$ cat config.mk
export PLATFORM = sky130hd
export DESIGN_NAME = vlhm_ram
export DESIGN_NICKNAME = d
export VERILOG_FILES = /design/src/hw/rtl/voxel_label_to_hex_mesh_assert.svh /design/src/hw/rtl/vlhm_ram.sv
export SDC_FILE = /design/constraint.sdc
export NUM_CORES = 1
export LEC_CHECK = 0
export BUFFER_PORTS_ARGS = -buffer_cell sky130_fd_sc_hd__buf_2
export CORE_MARGIN = 2
export CORE_UTILIZATION = 35
export DETAILED_ROUTE_END_ITERATION = 16
export PLACE_DENSITY_LB_ADDON = 0.3
export SYNTH_ARGS = -nofsm -noshare
export SYNTH_HDL_FRONTEND = slang
export SYNTH_SLANG_ARGS = --single-unit
$ cat constraint.sdc
create_clock -name clk -period 2.4 [get_ports clk]
set_clock_uncertainty 0.15 [all_clocks]
set_input_delay 0 -clock clk [delete_from_list [all_inputs] [get_ports clk]]
set_output_delay 0 -clock clk [all_outputs]
set_load 0.05 [all_outputs]
$ cat src/hw/rtl/voxel_label_to_hex_mesh_assert.svh
// Assertion macros for the voxel mesher.
`ifndef VOXEL_LABEL_TO_HEX_MESH_ASSERT_SVH
`define VOXEL_LABEL_TO_HEX_MESH_ASSERT_SVH

// Same-cycle implication, clocked on clk, off during reset.
`define VLHM_ASSERT_IMP(lbl, ante, cons, msg) \
  lbl: assert property (@(posedge clk) disable iff (!rst_n) (ante) |-> (cons)) \
    else $error(msg);

// Next-cycle implication.
`define VLHM_ASSERT_NXT(lbl, ante, cons, msg) \
  lbl: assert property (@(posedge clk) disable iff (!rst_n) (ante) |=> (cons)) \
    else $error(msg);

`endif

$ cat src/hw/rtl/vlhm_ram.sv
// Generic simple dual-port RAM, one write port, registered read.
`default_nettype none
module vlhm_ram #(
  parameter int W = 8,
  parameter int D = 16,
  localparam int AW = (D > 1) ? $clog2(D) : 1
) (
  input  wire logic          clk,
  input  wire logic          we,
  input  wire logic [AW-1:0] waddr,
  input  wire logic [W-1:0]  wdata,
  input  wire logic [AW-1:0] raddr,
  output logic      [W-1:0]  rdata
);
  logic [W-1:0] mem [D];

  always_ff @(posedge clk) begin
    if (we) begin
      mem[waddr] <= wdata;
    end
    rdata <= mem[raddr];
  end
endmodule
`default_nettype wire

==> summary.txt <==
Outcome
  – Status: finished, final reports clean

Yosys
  – Post-synthesis cell count: around 230
  – Dominant cell by count in the synthesized netlist: sky130_fd_sc_hd__edfxtp_1
  – Post-synthesis area per instance: 22.48 um2
  – Register area share after synthesis: roughly 80%
  – Post-synthesis cell area: about 5100 um2
  – Synth area leader: sky130_fd_sc_hd__edfxtp_1
  – Ys flop type: sky130_fd_sc_hd__edfxtp_1
  – Number of synthesized register bits: 136
  – Number of synthesized flops with an enable pin: about 130
  – Ys async rst share: 0%
  – Netlist cell types: 19
  – Post-synth net total: 247
  – Area contributors post-synth: sky130_fd_sc_hd__edfxtp_1 75%, sky130_fd_sc_hd__mux4_2 7.9%, sky130_fd_sc_hd__mux4_1 7.1%, sky130_fd_sc_hd__dfxtp_1 3.1%, sky130_fd_sc_hd__a22oi_1 2.3%
  – Commonest cells in the synthesized netlist: 128 x sky130_fd_sc_hd__edfxtp_1, 18 x sky130_fd_sc_hd__mux4_2, 16 x sky130_fd_sc_hd__a22oi_1
  – Synth warnings: 0
  – Area share of the largest cell type after synthesis: between 70% and 80%

Die
  – Initial standard-cell utilization of the core: 35.69%
  – Io pins: 26
  – Full die area: 15690 um2
  – Standard-cell row count: 44
  – Total core area: 14420 um2
  – Die Span X: 125.3 um
  – Die span in y: approximately 130 um

Routing
  – Post-route DRC: 0
  – Vias per inst: approximately 5
  – Antenna-violating nets left: 0
  – Iteration-0 DRC count of the detailed router: 151
  – First-pass iteration count of the detailed router: 4
  – Post-DR wirelength/cell: 20.92 um
  – Number of vias in the routed layout: roughly 2500
  – Total wire length: 10270 um

Flow run
  – Maximum capacitance violations: 0

Critical path
  – Reg2reg path depth: 3
  – Data required, critical path: 2370 ps
  – Destination of the worst register-to-register timing path: rdata[3]
  – Startpoint class of the critical path: input pin
  – Launching point of the worst reg2reg path: mem[5][3]
  – Slack of the worst reg-to-reg path: 900 ps
  – Arrival time worst endpoint: 2080 ps
  – Worst-path maximum fanout: 4
  – Critical path start-end classification: in -> reg
  – Setup crit end kind: flop

Global route
  – Via count of the first global-routing pass: 2612
  – GR Overflow Total: 0
  – Pin count of the biggest net entering global routing: 30
  – GR Util All Layers: between 10% and 20%
  – Global-route wire length before repair: 15580 um
  – Antenna violations before repair: 0

Clocking
  – Post-CTS setup buffer count: 0
  – Root buffer cell: sky130_fd_sc_hd__clkbuf_16
  – Max clock buf depth: 2
  – Level count of the clock H-tree: 4
  – Clock latency on the worst-skew pair: slightly above 400 ps
  – Clock sink count: 136
  – Clock slew at reported path FFs: 60 ps
  – TritonCTS clock tree: done
  – Clock buffer count from CTS: 17

STA
  – Setup violators final: 0
  – Setup repair after global routing missed its margin: false
  – Actual transition at the worst max-transition pin: between 800 and 900 ps
  – Peak clock frequency supported by timing: 0.4753 GHz
  – Final Max Tran Viols: 0
  – TNS Setup: 0 ps
  – Normalized max-slew margin: 45.45%
  – Number of hold violations in the final report: 0
  – Period minus WS final: 2104 ps
  – Fraction of the cycle the final worst path needs: 87.67%

Hold path
  – Hold-critical path depth: 4
  – Hold wc startpoint: raddr[0]
  – Type of the worst min-delay path: in -> reg
  – Hold path endpoint: rdata[0]

Layout
  – Net count, final: 312
  – ANT cells: 0
  – Area overhead of the layout relative to synthesis: 23.53%
  – Ratio of cells with drive above 1 in the final layout: between 30 and 40%
  – Final-layout fill cell count: 1249
  – Final non-filler cell area: 6359 um2

Place
  – Last weighted congestion value of the routability-driven placer: slightly above 0.7
  – Dpl hpwl: 6572 um
  – Quantity of I/O buffers inserted on ports: 25
  – Placed instance area: 5577 um2

Power
  – Max VDD drop: 469.9 uV
  – Overall power: between 5 and 6 mW
  – Leak: 2.163 nW
  – Power per Cell Area: 912.0 nW/um2
-- critical path: stages --
cell and delay (ps):
sky130_fd_sc_hd__dlygate4sd3_1 520, sky130_fd_sc_hd__buf_2 120, sky130_fd_sc_hd__nand3b_1 120, sky130_fd_sc_hd__dlygate4sd3_1 610, sky130_fd_sc_hd__nor2_1 130, sky130_fd_sc_hd__dlygate4sd3_1 580
-- registers in the layout, summed over array words and instances, names as in the netlist --
name and count:
mem 128, rdata 8
-- cell usage in the layout (no fill, tap or decap), drive strengths merged, types with 3 or more instances in the layout --
cell and count:
edfxtp 128, buf 43, mux4 32, clkbuf 17
a22oi 16, nor2 13, dlygate4sd3 13, nand2 9
dfxtp 8, clkinv 6, bufinv 5, nor3 4
clkinvlp 3
-- cell type report --
cell class                 count  area, um2  share of cell area, %
clock buffer                  17      425.4                  6.690
sequential                   136       4004                  62.97
timing repair buffer          56      415.4                  6.533
clock inverter                15      226.5                  3.562
tap                          184      230.2                  3.621
multi-input combinational     83       1057                  16.63
-- how the worst max path moves through the flow --
stage	start	end	slack, ps	cells after the start
finish	waddr[2]	mem[7][4]	300	6
global route	waddr[2]	mem[7][4]	190	6
CTS	waddr[2]	mem[7][4]	320	6
detailed placement	raddr[0]	rdata[3]	690	5
global placement	raddr[0]	rdata[3]	690	5
floorplan	waddr[2]	mem[0][0]	760	2
-- cells by family (layout without fill, tap and decap cells) --
kind of cell	after synthesis	in the layout	share of synthesized area (%)
simple gates	35	35	3.184
mux	32	32	15.02
flops	136	136	77.78
buf+inv	10	88	1.677
compound gates	16	16	2.334
-- stage by stage --
step / setup slack, ps / hold slack (ps) / utilization (%) / instances
2_1_floorplan: 757.1 / -51.13 / - / 229
3_3_place_gp: 692.4 / 238.5 / 38.66 / 446
3_5_place_dp: 686.7 / 249.4 / 38.66 / 446
4_1_cts: 324.6 / 30.37 / 44.08 / 491
5_1_grt: 188.3 / 46.33 / 44.08 / 491
6_report: 296.0 / 29.51 / 44.08 / 491
-- routing by layer --
metal  routed length [um]  global-route usage, %  up-vias
met5                    0                      0        -
met4                   58                  3.137        0
met3                  307                  4.193        7
met2                 5188                  21.61       51
met1                 4716                  19.02     1319
li1                     -                      -     1106
-- power breakdown --
group	internal, mW	switching [mW]	total [mW]
clock	1.85	0.965	2.81
combinational	0.119	0.197	0.316
sequential	2.66	0.0155	2.67
-- timing repair --
item	CTS	global route
setup endpoints to repair	0	0
gates resized for setup	0	0
hold buffers	13	0
hold endpoints to repair	142	0
Note: power is estimated with default switching activity, not from simulation.
